--- src/rtl/core/pes_pkg.sv ---
package pes_pkg;

	localparam int DEPTH = 64;
	localparam int IDX_W = (DEPTH > 1) ? $clog2(DEPTH) : 1;
	localparam int CNT_W = $clog2(DEPTH + 1);
	localparam int CFG_W = 7;
	localparam int VAL_W = 32;

	// one chain entry; the sort key is {unsorted, value or arrival index}
	typedef struct packed {
		logic               valid;
		logic               unsorted;
		logic [IDX_W-1:0]   idx;
		logic [VAL_W-1:0]   value;
	} entry_t;

	typedef struct packed {
		logic ins;
		logic shift;
	} ctrl_t;

	// prefix entries order by signed value and come before the tail,
	// tail entries order by arrival index
	function automatic logic pes_less(input entry_t a, input entry_t b);
		logic r;
		if (a.unsorted != b.unsorted) begin
			r = b.unsorted;
		end else if (!a.unsorted) begin
			r = $signed(a.value) < $signed(b.value);
		end else begin
			r = a.idx < b.idx;
		end
		return r;
	endfunction

endpackage

--- src/rtl/core/pes_cell.sv ---
module pes_cell
	import pes_pkg::*;
(
	input  logic   clk,
	input  logic   arst_n,
	input  ctrl_t  ctrl,
	input  entry_t new_ent,
	input  entry_t left_ent,
	input  logic   left_gt,
	input  entry_t right_ent,
	output entry_t ent,
	output logic   gt
);

	logic               valid_q;
	logic               unsorted_q;
	logic [IDX_W-1:0]   idx_q;
	logic [VAL_W-1:0]   value_q;
	entry_t             nxt;
	logic               upd;

	assign ent = '{valid: valid_q, unsorted: unsorted_q, idx: idx_q, value: value_q};

	// new entry belongs at or before this cell
	assign gt = !valid_q || pes_less(new_ent, ent);

	always_comb begin
		nxt = ent;
		upd = 1'b0;
		if (ctrl.shift) begin
			nxt = right_ent;
			upd = 1'b1;
		end else if (ctrl.ins && gt) begin
			nxt = left_gt ? left_ent : new_ent;
			upd = 1'b1;
		end
	end

	always_ff @(posedge clk or negedge arst_n) begin
		if (!arst_n) begin
			valid_q <= 1'b0;
		end else if (upd) begin
			valid_q <= nxt.valid;
		end
	end

	always_ff @(posedge clk) begin
		if (upd) begin
			unsorted_q <= nxt.unsorted;
			idx_q      <= nxt.idx;
			value_q    <= nxt.value;
		end
	end

endmodule
--- config.mk ---
export PLATFORM = sky130hd
export DESIGN_NAME = pes_cell
export DESIGN_NICKNAME = d
export VERILOG_FILES = /design/src/rtl/core/pes_pkg.sv /design/src/rtl/core/pes_cell.sv
export SDC_FILE = /design/constraint.sdc
export NUM_CORES = 1
export LEC_CHECK = 0
export ABC_CLOCK_PERIOD_IN_PS = 4700
export BUFFER_PORTS_ARGS = -buffer_cell sky130_fd_sc_hd__buf_2
export CAP_MARGIN = 20
export CORE_MARGIN = 1.5
export CORE_UTILIZATION = 46
export CTS_BUF_LIST = sky130_fd_sc_hd__clkbuf_4
export CTS_CLUSTER_DIAMETER = 60
export DETAILED_ROUTE_END_ITERATION = 12
export HOLD_SLACK_MARGIN = 0.02
export PLACE_DENSITY = 0.82
export SLEW_MARGIN = 20
export SYNTH_ARGS = -nofsm -noshare
export SYNTH_HDL_FRONTEND = slang
export SYNTH_SLANG_ARGS = --single-unit
--- constraint.sdc ---
create_clock -name clk -period 4.7 [get_ports clk]
set_clock_uncertainty 0.2 [all_clocks]
set_input_delay 0.47 -clock clk [delete_from_list [all_inputs] [get_ports clk]]
set_output_delay 0.47 -clock clk [all_outputs]
set_load 0.02 [all_outputs]
* After elaboration in Yosys (flattened, before gate mapping)
Cells that the tools add are included.
Word-level totals: register bits 40, input bits 125
Operators by class: eq/ne operators 1, magnitude comparators 2, muxes and demuxes 7, reduce and logical (&&, ||, !) cells 5
Operators with widths (number):
- 40-bit 2-to-1 mux | 3
- 32-bit less-than comparator | 1
- 6-bit less-than comparator | 1
- 1-bit 2-to-1 mux | 4
- 2-bit AND reduction | 1
- 2-bit nonzero test | 1
- 1-bit logical AND | 1
- 1-bit logical NOT | 1
- 1-bit logical OR | 1
- 1-bit inequality test | 1

* Depth between registers and ports, before layout
Gate-level depths: netlist (run 1).
depth after elaboration 8, mapped depth 9, mapped depth without buffers 9

* Worst setup path after synthesis (run 1)
OpenSTA, ideal clock, no wires.
path kind register to register, from register value_q[2], to register idx_q[0] (enable), setup slack 1.238 ns, arrival time 2.857 ns, stages on the path, launching flop included 10, library setup time 0.405 ns, clock period less this slack 3.462 ns, path buffers 0, cells stage by stage edfxtp_1 inv_1 ha_1 a211oi_2 o21ai_1 a211oi_2 o21ai_1 a31oi_2 xnor2_1 a311o_1
Between the ends: longest elaborated chain between the ends 8, elaborated cells on any way between the ends 9, those cells by class order compare: 1; mux: 4; reduce/logical: 4
Ends and longest elaborated chain:
- start, declared | line pes_cell.sv:18 | logic [VAL_W-1:0] value_q;
- start signal, assigned | line pes_cell.sv:51 | value_q <= nxt.value;
- 32-bit less-than comparator (*) | line pes_pkg.sv:29 | r = $signed(a.value) < $signed(b.value);
- 1-bit 2-to-1 mux (*) | line pes_pkg.sv:28 | end else if (!a.unsorted) begin
- 1-bit 2-to-1 mux (*) | line pes_pkg.sv:26 | if (a.unsorted != b.unsorted) begin
- 1-bit logical OR (*) | line pes_cell.sv:25 | assign gt = !valid_q || pes_less(new_ent, ent);
- 1-bit logical AND (*) | line pes_cell.sv:33 | end else if (ctrl.ins && gt) begin
- 1-bit 2-to-1 mux | line pes_cell.sv:33
- 1-bit 2-to-1 mux | line pes_cell.sv:30 | if (ctrl.shift) begin
- 2-bit AND reduction (no line) (*)
- end signal, assigned | line pes_cell.sv:50 | idx_q <= nxt.idx;
- end, declared | line pes_cell.sv:17 | logic [IDX_W-1:0] idx_q;
Every way passes the cells marked *; elsewhere a longest branch is shown, timed or not. A chain may end at the register's enable or synchronous reset.

* Worst setup path in the final report (run 1)
from register value_q[31], to register value_q[7] (enable)
Between the ends: longest elaborated chain between the ends 8, elaborated cells on any way between the ends 9, those cells by class order compare: 1; mux: 4; reduce/logical: 4
Ends and longest elaborated chain (line):
- 32-bit less-than comparator (*) | pes_pkg.sv:29
- 1-bit 2-to-1 mux (*) | pes_pkg.sv:28
- 1-bit 2-to-1 mux (*) | pes_pkg.sv:26
- 1-bit logical OR (*) | pes_cell.sv:25
- 1-bit logical AND (*) | pes_cell.sv:33
- 1-bit 2-to-1 mux | pes_cell.sv:33
- 1-bit 2-to-1 mux | pes_cell.sv:30
- 2-bit AND reduction (no line) (*)
Marked as above.

==> qor.csv, run 1 <==
stage,metric,value,unit
job,Max Cap Violations,0,
placed_design,DP HPWL,5.88,mm
cells_and_area,area grow syn2layout,31.1,%
synth,synth warn,0,
clock_network,clk sinks,40,
placed_design,GPL Wtd Cong,0.809,
synth,Mapped Area,3000,um^2
placed_design,dpl ws,1.16,ns
sta,worst rel slew slack,37.3,%
cells_and_area,final instance area,3930,um^2
global_route,all-layer global routing usage,22.2,%
detailed_routing,DR iter-0 viols,73,
sta,Slew Limit Fails,0,
cells_and_area,"commonest non-fill, non-tap cell in the layout",buf_2,
global_route,vias in the first global route,2776,
sta,Slew @ Worst Pin,0.941,ns
pwr,leakage dissipation,0.00206,uW
critical_path,CP Launch Point,value_q[31],
detailed_routing,drt pass-1 iters,6,
sta,Tmin final,3.28,ns
cells_and_area,"non-filler cells, final",553,
cells_and_area,Fill cells,583,
synth,Avg Inst Size Synth,9.48,um^2
clock_network,postcts setup bufs,0,
clock_network,clk root buf,clkbuf_4,
critical_path,worst r2r dst,value_q[7],
sta,fin worst setup slack,1.42,ns
global_route,first-pass GRT wire length,12.5,mm
floorplanning,Chip Width,83.7,um
global_route,initial antenna violation count,0,
sta,final period utilization,69.7,%
floorplanning,die height,83.7,um
detailed_routing,drc violations,0,
cells_and_area,final core occ,62.2,%
pwr,PwrDens,262,nW/um^2
detailed_routing,total vias in the final route,2787,
critical_path,required time of the critical path,4.48,ns
critical_path,crit-path max FO,39,
cells_and_area,Layout Nets,636,
placed_design,placed cell count,544,
synth,"Seq/Total Area, Yosys",39.9,%
sta,unrepaired setup endpoints after global routing,no,
floorplanning,CORE AREA,6310,um^2
synth,Synth Register Bits,40,
detailed_routing,final WL,7.42,mm
floorplanning,Starting Density,47.4,%
sta,FMAX,305,MHz
clock_network,CTS tree,done,
pwr,peak supply drop,144,uV
run_status,run status,completed,
placed_design,# port buffers,165,
sta,Finish-stage setup viols,0,
floorplanning,row count,29,
detailed_routing,post-DR vias/cell,5.04,
synth,Mapped Nets,477,
detailed_routing,routed len/inst,13.4,um
critical_path,Setup CP Type,reg2reg,
critical_path,reg2reg setup slack,1.42,ns
critical_path,CP Launch Type,flop,
detailed_routing,antenna violation net count after detailed routing,0,
clock_network,"Clk Latency, worst-skew pair",0.34,ns
clock_network,Num CTS Buffers,5,
critical_path,launching point of the worst reg2reg path,value_q[31],
global_route,pin count of the biggest net entering global routing,83,
critical_path,worst setup path endpoint,value_q[7],
clock_network,clock-pin slew on the worst setup and hold paths,0.12,ns
cells_and_area,share of layout cells above drive strength 1,37.6,%
synth,"Distinct cells, synth",30,
critical_path,CP Capture Type,flop,
critical_path,r2r worst-path depth,9,
critical_path,Worst EP arrival,3.05,ns
clock_network,htree depth,2,
floorplanning,# IOs,166,
min_path,Hold Path Class,in2reg,
global_route,GRT Residual Overflow,0,
sta,Final TNS setup,0,ns
synth,Synth Instances,316,
floorplanning,Die Footprint,7000,um^2
placed_design,Area after DPL,3860,um^2
cells_and_area,most frequent cells in the layout,"165 x buf_2, 49 x nand2_1, 45 x o21ai_0, 40 x mux2i_1, 39 x edfxtp_1",
cells_and_area,diode count,0,
clock_network,CTS max path bufs,2,
sta,Hold Fails Final Rpt,0,
[worst min-delay path by stage]
stage | depth (start not counted) | from | to | slack, ns
CTS | 3 | right_ent[16] | value_q[16] | 0.18
finish | 3 | right_ent[10] | value_q[10] | 0.20
global route | 3 | right_ent[8] | value_q[8] | 0.17
floorplan | 0 | arst_n | valid_q | -0.03
global placement | 1 | arst_n | valid_q | 0.06
detailed placement | 1 | arst_n | valid_q | 0.05
[layer usage]
layer	share of wire [%]	track usage, %
met3	6.2	4.85
met1	42	27.0
met2	51	40.6
met4	0.49	4.02
met5	0	0
[repair_timing]
action,4_1_cts,5_1_grt
setup endpoints to repair,0,0
endpoints found under the hold margin,1,0
resized for setup,0,0
hold buffers,1,0
[synthesized netlist by cell type, drive strengths merged]
cell    count  area [um^2]
o211ai      1         7.51
buf         6         35.0
and4        1         8.76
o21ai      47          235
nand2      49          184
o31ai       1         7.51
a21boi      1         7.51
xnor2       1         8.76
nand3b      1         7.51
nand4       4         25.0
a311o       1         10.0
dfrtp       1         25.0
a31oi       1         12.5
a221oi      1         8.76
a21bo       1         10.0
ha         36          450
edfxtp     39         1170
nor2        9         33.8
inv        37          139
nor3        1         5.00
a211oi      6         55.1
nand2b      1         6.26
a21oi      12         60.1
nor2b       3         18.8
clkbuf     10         37.5
nand3       5         25.0
mux2i      40          400
[final cells by class]
cell class | count | area [um^2] | share of cell area [%]
Tap cell | 77 | 96.3 | 2.45
Multi-Input combinational cell | 223 | 1590 | 40.5
Sequential cell | 40 | 1200 | 30.5
Clock inverter | 1 | 3.75 | 0.0956
Inverter | 37 | 139 | 3.54
Clock buffer | 7 | 52.6 | 1.34
Timing Repair Buffer | 168 | 851 | 21.7
[kinds of logic after synthesis]
kind of cell	count (synthesis)	share of synthesized area, %
buffers and inverters	53	7.06
XOR/XNOR	1	0.292
AND/OR/NAND/NOR	74	10.5
flip-flops	40	39.9
adder cells (fa/ha/maj)	36	15.0
multiplexers	40	13.4
AO/OA/AOI/OAI	72	13.8
[worst max-delay path, stage by stage (launching register included)]
cell and delay [ns]:
edfxtp_1 0.37, inv_1 0.05, ha_1 0.32, nand4_1 0.16, nor3_1 0.30, o21ai_0 0.16, o211ai_1 0.13, a31oi_2 0.07
xnor2_1 0.28, a311o_2 0.87
[sequential cells by signal, indices dropped and copies added (netlist names)]
signal,flops
value_q,32
idx_q,6
unsorted_q,1
valid_q,1
[power by group]
| group | leakage [uW] | switching (uW) | internal, uW |
|---|---|---|---|
| Combinational | 0.00161 | 221 | 155 |
| Sequential | 0.000414 | 21.5 | 451 |
| Clock | 0.0000338 | 111 | 69.2 |
| Total | 0.00206 | 354 | 675 |
[metrics by stage]
step / hold slack [ns] / power, uW
2_1_floorplan: -0.0256 / 716
3_3_place_gp: 0.0579 / 845
3_5_place_dp: 0.0542 / 860
4_1_cts: 0.182 / 1040
5_1_grt: 0.172 / 1110
6_report: 0.200 / 1030
Note: power is estimated with default switching activity, not from simulation.
==> run 2: changes to the inputs <==
--- a/config.mk
+++ b/config.mk
@@ -5,7 +5,8 @@
 export SDC_FILE = /design/constraint.sdc
 export NUM_CORES = 1
 export LEC_CHECK = 0
-export ABC_CLOCK_PERIOD_IN_PS = 4700
+export ABC_AREA = 1
+export ABC_CLOCK_PERIOD_IN_PS = 3030
 export BUFFER_PORTS_ARGS = -buffer_cell sky130_fd_sc_hd__buf_2
 export CAP_MARGIN = 20
 export CORE_MARGIN = 1.5
==> constraint.sdc (replaced) <==
create_clock -name clk -period 3.03 [get_ports clk]
set_clock_uncertainty 0.2 [all_clocks]
set_input_delay 0.303 -clock clk [delete_from_list [all_inputs] [get_ports clk]]
set_output_delay 0.303 -clock clk [all_outputs]
set_load 0.02 [all_outputs]
==> run 2 against run 1 <==
Effect of this change:
- synthesized cell count increased by 21%
- power rose by 64%
- global-route usage is 1.4 points higher
- clock power up 140%
- die area is essentially flat
- via count increased by 11%
- routed wire length is 11% higher
- critical path depth grew 5
==> qor.csv, run 2 <==
stage,metric,value,unit
run_status,run status,completed,
job,Max Cap Violations,0,
placed_design,DP HPWL,6.33,mm
detailed_routing,met3 WL,601,um
clock_network,postcts setup bufs,0,
placed_design,# port buffers,165,
cells_and_area,Biggest register,value_q,
synth,Avg Inst Size Synth,7.85,um^2
critical_path,crit-path max FO,2,
critical_path,CP Launch Point,value_q[5],
min_path,Hold Path Class,in2async,
cells_and_area,diode count,0,
cells_and_area,"commonest non-fill, non-tap cell in the layout",buf_2,
detailed_routing,max layer used,met4,
sta,FMAX,386,MHz
synth,Post-synth EDFFs,39,
pwr,register share of total power,42.3,%
clock_network,CTS tree,done,
synth,synth warn,0,
cells_and_area,max reg flops,32,
floorplanning,Starting Density,47.5,%
synth,Synth top area share,39.1,%
pwr,PwrDens,422,nW/um^2
synth,Synth Register Bits,40,
synth,Mapped Area,3000,um^2
synth,"Async S/R FF share, synth",2.50,%
clock_network,clock-pin slew on the worst setup and hold paths,0.13,ns
synth,ys flop type,edfxtp_1,
clock_network,Num CTS Buffers,5,
pwr,Sw Share,31.7,%
cells_and_area,final core occ,63.2,%
critical_path,Crit path largest cell delay,0.41,ns
cells_and_area,Layout Nets,702,
critical_path,Crit path top cell by count,nand2_1,
sta,final period utilization,85.5,%
placed_design,GPL Wtd Cong,0.852,
sta,Final TNS setup,0,ns
synth,Synth area leaders,"edfxtp_1 39%, a21oi_1 16%, ha_1 15%",
sta,Finish-stage setup viols,0,
global_route,first-pass GRT wire length,13.3,mm
critical_path,required time of the critical path,2.53,ns
floorplanning,# IOs,166,
floorplanning,die height,83.7,um
detailed_routing,routed len/inst,13.3,um
critical_path,CP Capture Type,primary output,
detailed_routing,post-DR vias/cell,5.00,
synth,top-count cell post-synth,a21oi_1,
cells_and_area,Largest regs,"value_q x32, idx_q x6",
sta,unrepaired setup endpoints after global routing,no,
detailed_routing,Routed met1 length,3.37,mm
synth,Mapped Nets,543,
pwr,clock share of power,25.7,%
pwr,Logic pwr share,32.1,%
sta,Hold Fails Final Rpt,0,
sta,Slew @ Worst Pin,0.798,ns
critical_path,critical-path cell list,"inv_1, ha_1, a21oi_1, nor2_1, nor3_2, nand2_1, nand2_1, nand2_1, nand2_1, nand2_1, nand2_1, nand3_2, nand2_2, buf_2",
detailed_routing,drc violations,0,
clock_network,"Clk Latency, worst-skew pair",0.35,ns
cells_and_area,"non-filler cells, final",618,
sta,Tmin final,2.59,ns
synth,top post-synthesis cells by count,"95 x a21oi_1, 72 x nand2_1, 47 x inv_1",
sta,worst hold margin,0.0635,ns
synth,"Seq/Total Area, Yosys",39.9,%
detailed_routing,total vias in the final route,3093,
cells_and_area,share of layout cells above drive strength 1,34.6,%
global_route,vias in the first global route,3004,
critical_path,Setup CP Type,reg2out,
detailed_routing,met2 WL,4.09,mm
global_route,initial antenna violation count,0,
sta,Slew Limit Fails,0,
floorplanning,row count,29,
synth,"Distinct cells, synth",25,
pwr,leakage dissipation,0.00213,uW
floorplanning,Chip Width,83.7,um
detailed_routing,antenna violation net count after detailed routing,0,
sta,worst rel slew slack,46.8,%
critical_path,slowest CP cell,edfxtp_1,
clock_network,htree depth,2,
detailed_routing,drt pass-1 iters,4,
floorplanning,Die Footprint,7010,um^2
placed_design,placed cell count,609,
pwr,peak supply drop,229,uV
cells_and_area,Fill cells,579,
critical_path,Worst EP arrival,2.09,ns
detailed_routing,final WL,8.20,mm
clock_network,clk root buf,clkbuf_4,
floorplanning,CORE AREA,6310,um^2
clock_network,CTS max path bufs,2,
critical_path,launching point of the worst reg2reg path,value_q[5],
synth,post-synth top area cell,edfxtp_1,
pwr,Switch Pwr,534,uW
global_route,GRT Residual Overflow,0,
critical_path,CP Launch Type,flop,
cells_and_area,most frequent cells in the layout,"165 x buf_2, 95 x a21oi_1, 72 x nand2_1, 47 x inv_1, 46 x nor2_1",
global_route,pin count of the biggest net entering global routing,41,
clock_network,clk sinks,40,
global_route,all-layer global routing usage,23.6,%
synth,Synth Instances,382,
cells_and_area,area grow syn2layout,33.1,%
pwr,Power Internal,1150,uW
detailed_routing,DR iter-0 viols,103,
==> run 2: cell count changes after synthesis, moves of 4 or more <==
cell | previous run | this run
buf_2 | 4 | 0
a211oi_1 | 4 | 0
clkbuf_1 | 10 | 17
nor2_1 | 9 | 46
nand2_1 | 49 | 72
o21ai_0 | 45 | 3
mux2i_1 | 40 | 0
inv_1 | 37 | 47
a21oi_1 | 12 | 95
==> run 2: cell type report <==
cell class | count | area (um^2) | area share [%]
inverter | 50 | 188 | 4.71
clock buffer | 5 | 37.5 | 0.941
tap | 77 | 96.3 | 2.42
sequential | 40 | 1200 | 30.0
timing repair buffer | 171 | 876 | 22.0
clock inverter | 2 | 60.1 | 1.51
multi-input combinational | 273 | 1540 | 38.5
==> run 2: repair_timing <==
action                                 4_1_cts  5_1_grt
hold buffers                                 1        1
setup endpoints to repair                    0        0
gates resized for setup                      0        0
endpoints found under the hold margin        1        1
==> run 2: worst paths after layout <==
check	slack, ns	end	cells after the start
max	0.44	gt	14
min	0.06	valid_q	2
max reg2reg	0.48	value_q[25]	16
min reg2reg	0.35	valid_q	2
max in group asynchronous	2.49	valid_q	2
min in group clk	0.07	value_q[2]	3
==> run 2: power groups by stage <==
stage                     logic (uW)  registers (uW)  clock network, uW
after floorplan                  259             793                  0
after global placement           520             723                  0
after detailed placement         538             724                  0
after CTS                        543             712                441
after global routing             607             720                466
final                            540             712                432
==> run 2: critical path, delay by kind of cell, from the launching register on <==
kind,cells,cell delay (ns)
flops,1,0.41
simple gates,10,0.67
compound gates,1,0.18
buf+inv,2,0.24
fa+ha+maj,1,0.24
==> run 2: cell families after synthesis <==
logic type / after synthesis / synth area share, %
AND/OR/NAND/NOR: 130 / 17.6
AO/OA/AOI/OAI: 107 / 18.6
buffers and inverters: 69 / 8.89
flip-flops: 40 / 39.9
adder cells (fa/ha/maj): 36 / 15.0
==> run 2: per-layer routing <==
metal  vias up  global-route usage, %
met5         -                      0
met4         0                   8.79
met3        12                   5.14
met2       132                   41.6
met1      1349                   28.3
li1       1600                      -
==> run 2: metrics by stage <==
| stage | power (uW) | cell area [um^2] | setup slack, ns |
|---|---|---|---|
| after floorplan | 1050 | 3000 | 0.311 |
| after global placement | 1240 | 3870 | 0.483 |
| after detailed placement | 1260 | 3870 | 0.450 |
| after CTS | 1700 | 3980 | 0.400 |
| after global routing | 1790 | 3990 | 0.191 |
| final | 1680 | 3990 | 0.440 |
==> run 3: changes to the inputs <==
--- a/config.mk
+++ b/config.mk
@@ -15,7 +15,7 @@
 export CTS_CLUSTER_DIAMETER = 60
 export DETAILED_ROUTE_END_ITERATION = 12
 export HOLD_SLACK_MARGIN = 0.02
-export PLACE_DENSITY = 0.82
+export PLACE_DENSITY = 0.83
 export SLEW_MARGIN = 20
 export SYNTH_ARGS = -nofsm -noshare
 export SYNTH_HDL_FRONTEND = slang
==> run 3 against run 2 <==
Effect of this change:
- clock power down 37%
- die area is the same
- register-to-register slack improved by 0.09 ns
- global-route usage is essentially flat
- cell count is 0.32% lower
- largest cell class unchanged
- core utilization down 0.85 points
- critical path depth decreased by 3
- non-clock buffer count fell by 3
- clock-buffer cell count rose by 2
==> qor.csv, run 3 (synthesized netlist as in run 2, its figures left out) <==
stage,metric,value,unit
detailed_routing,antenna violation net count after detailed routing,0,
cells_and_area,Fill cells,580,
sta,worst hold margin,0.0467,ns
floorplanning,Chip Width,83.7,um
sta,fin worst setup slack,0.454,ns
detailed_routing,max layer used,met4,
min_path,Hold Path Class,in2reg,
detailed_routing,post-DR vias/cell,5.10,
clock_network,htree depth,2,
placed_design,placed cell count,607,
detailed_routing,met3 WL,654,um
pwr,peak supply drop,233,uV
sta,Tmin final,2.58,ns
run_status,run status,completed,
clock_network,postcts setup bufs,0,
cells_and_area,max reg flops,32,
sta,Final TNS setup,0,ns
clock_network,cts repair resizes,0,
floorplanning,Die Footprint,7010,um^2
cells_and_area,share of layout cells above drive strength 1,34.3,%
clock_network,"Clk Latency, worst-skew pair",0.34,ns
floorplanning,row count,29,
pwr,PwrDens,386,nW/um^2
floorplanning,CORE AREA,6310,um^2
global_route,first-pass GRT wire length,13.5,mm
detailed_routing,Routed met1 length,3.27,mm
placed_design,dpl ws,0.499,ns
global_route,all-layer global routing usage,23.6,%
detailed_routing,DR iter-0 viols,110,
sta,Hold Fails Final Rpt,0,
sta,Slew Limit Fails,0,
cells_and_area,Layout Nets,699,
clock_network,clk root buf,clkbuf_4,
placed_design,# port buffers,165,
sta,worst rel slew slack,45.8,%
placed_design,GPL Wtd Cong,0.778,
critical_path,CP Launch Type,flop,
critical_path,CP Capture Type,primary output,
sta,Slew @ Worst Pin,0.812,ns
cells_and_area,Biggest register,value_q,
sta,unrepaired setup endpoints after global routing,no,
clock_network,clk sinks,40,
pwr,leakage dissipation,0.00211,uW
cells_and_area,final instance area,3940,um^2
floorplanning,Starting Density,47.5,%
sta,Finish-stage setup viols,0,
floorplanning,die height,83.7,um
placed_design,DP HPWL,6.08,mm
clock_network,CTS max path bufs,2,
cells_and_area,"commonest non-fill, non-tap cell in the layout",buf_2,
global_route,vias in the first global route,3143,
cells_and_area,area grow syn2layout,31.3,%
global_route,pin count of the biggest net entering global routing,44,
cells_and_area,most frequent cells in the layout,"165 x buf_2, 95 x a21oi_1, 72 x nand2_1, 47 x inv_1, 46 x nor2_1",
placed_design,Area after DPL,3870,um^2
clock_network,CTS tree,done,
cells_and_area,Largest regs,"value_q x32, idx_q x6",
detailed_routing,total vias in the final route,3141,
cells_and_area,"non-filler cells, final",616,
cells_and_area,diode count,0,
sta,final period utilization,85.0,%
critical_path,required time of the critical path,2.53,ns
detailed_routing,met2 WL,3.99,mm
critical_path,Worst EP arrival,2.07,ns
global_route,initial antenna violation count,0,
detailed_routing,routed len/inst,13.0,um
critical_path,crit-path max FO,5,
floorplanning,# IOs,166,
global_route,GRT Residual Overflow,0,
critical_path,Setup CP Type,reg2out,
detailed_routing,final WL,8.01,mm
clock_network,clock-pin slew on the worst setup and hold paths,0.12,ns
sta,FMAX,388,MHz
job,Max Cap Violations,0,
detailed_routing,drc violations,0,
detailed_routing,drt pass-1 iters,4,
clock_network,Num CTS Buffers,5,
## run 3: cell count changes in the layout (fill, tap and decap cells not counted), sizes merged
cell / delta
buf: -2
dlygate4sd3: -1
bufinv: -2
clkinv: +1
clkbuf: +2
## run 3: critical path, stage by stage, from the launching register on
cell      delay [ns]
edfxtp_1        0.37
inv_1           0.05
ha_1            0.36
nand4_1         0.13
inv_1           0.10
nand4_2         0.11
a21oi_2         0.12
nor2_1          0.07
nand3_1         0.10
nand3_2         0.08
nand2_2         0.07
buf_2           0.18
## run 3: metrics by stage
stage                     util, %  total power [uW]
final                        62.3              1520
after CTS                    62.3              1540
after global routing         62.3              1630
after global placement       61.3              1240
after detailed placement     61.3              1260
after floorplan                 -              1050
## run 3: report_power, final
group / switching (uW) / internal [uW]
clock network: 165 / 107
logic: 322 / 215
registers: 28.9 / 682
## run 3: worst paths after layout
| path | cells past startpoint | to | start | slack, ns |
|---|---|---|---|---|
| setup / recovery | 11 | gt | value_q[31] | 0.45 |
| hold / removal | 4 | valid_q | ctrl[1] | 0.05 |
| setup reg to reg | 13 | idx_q[5] | value_q[31] | 0.57 |
| hold reg to reg | 2 | valid_q | valid_q | 0.36 |
| max in group asynchronous | 2 | valid_q | arst_n | 2.48 |
| min in group asynchronous | 2 | valid_q | arst_n | 0.07 |
## run 3: metal layers
layer  vias to the layer above  GRT usage, %
met5                         -             0
met4                         0          7.60
met3                        11          5.24
met2                       147          43.0
met1                      1390          27.5
li1                       1593             -
## run 3: area by class of cell
class                      instances  area (um^2)  area share [%]
clock buffer                       7         52.6            1.34
clock inverter                     1         3.75          0.0954
inverter                          50          188            4.77
multi-input combinational        273         1540            39.0
sequential                        40         1200            30.4
tap                               77         96.3            2.45
timing repair buffer             168          863            21.9
## run 3: timing repair
item,4_1_cts,5_1_grt
hold buffers,1,0
hold endpoints to repair,1,0
endpoints found under the setup margin,0,0
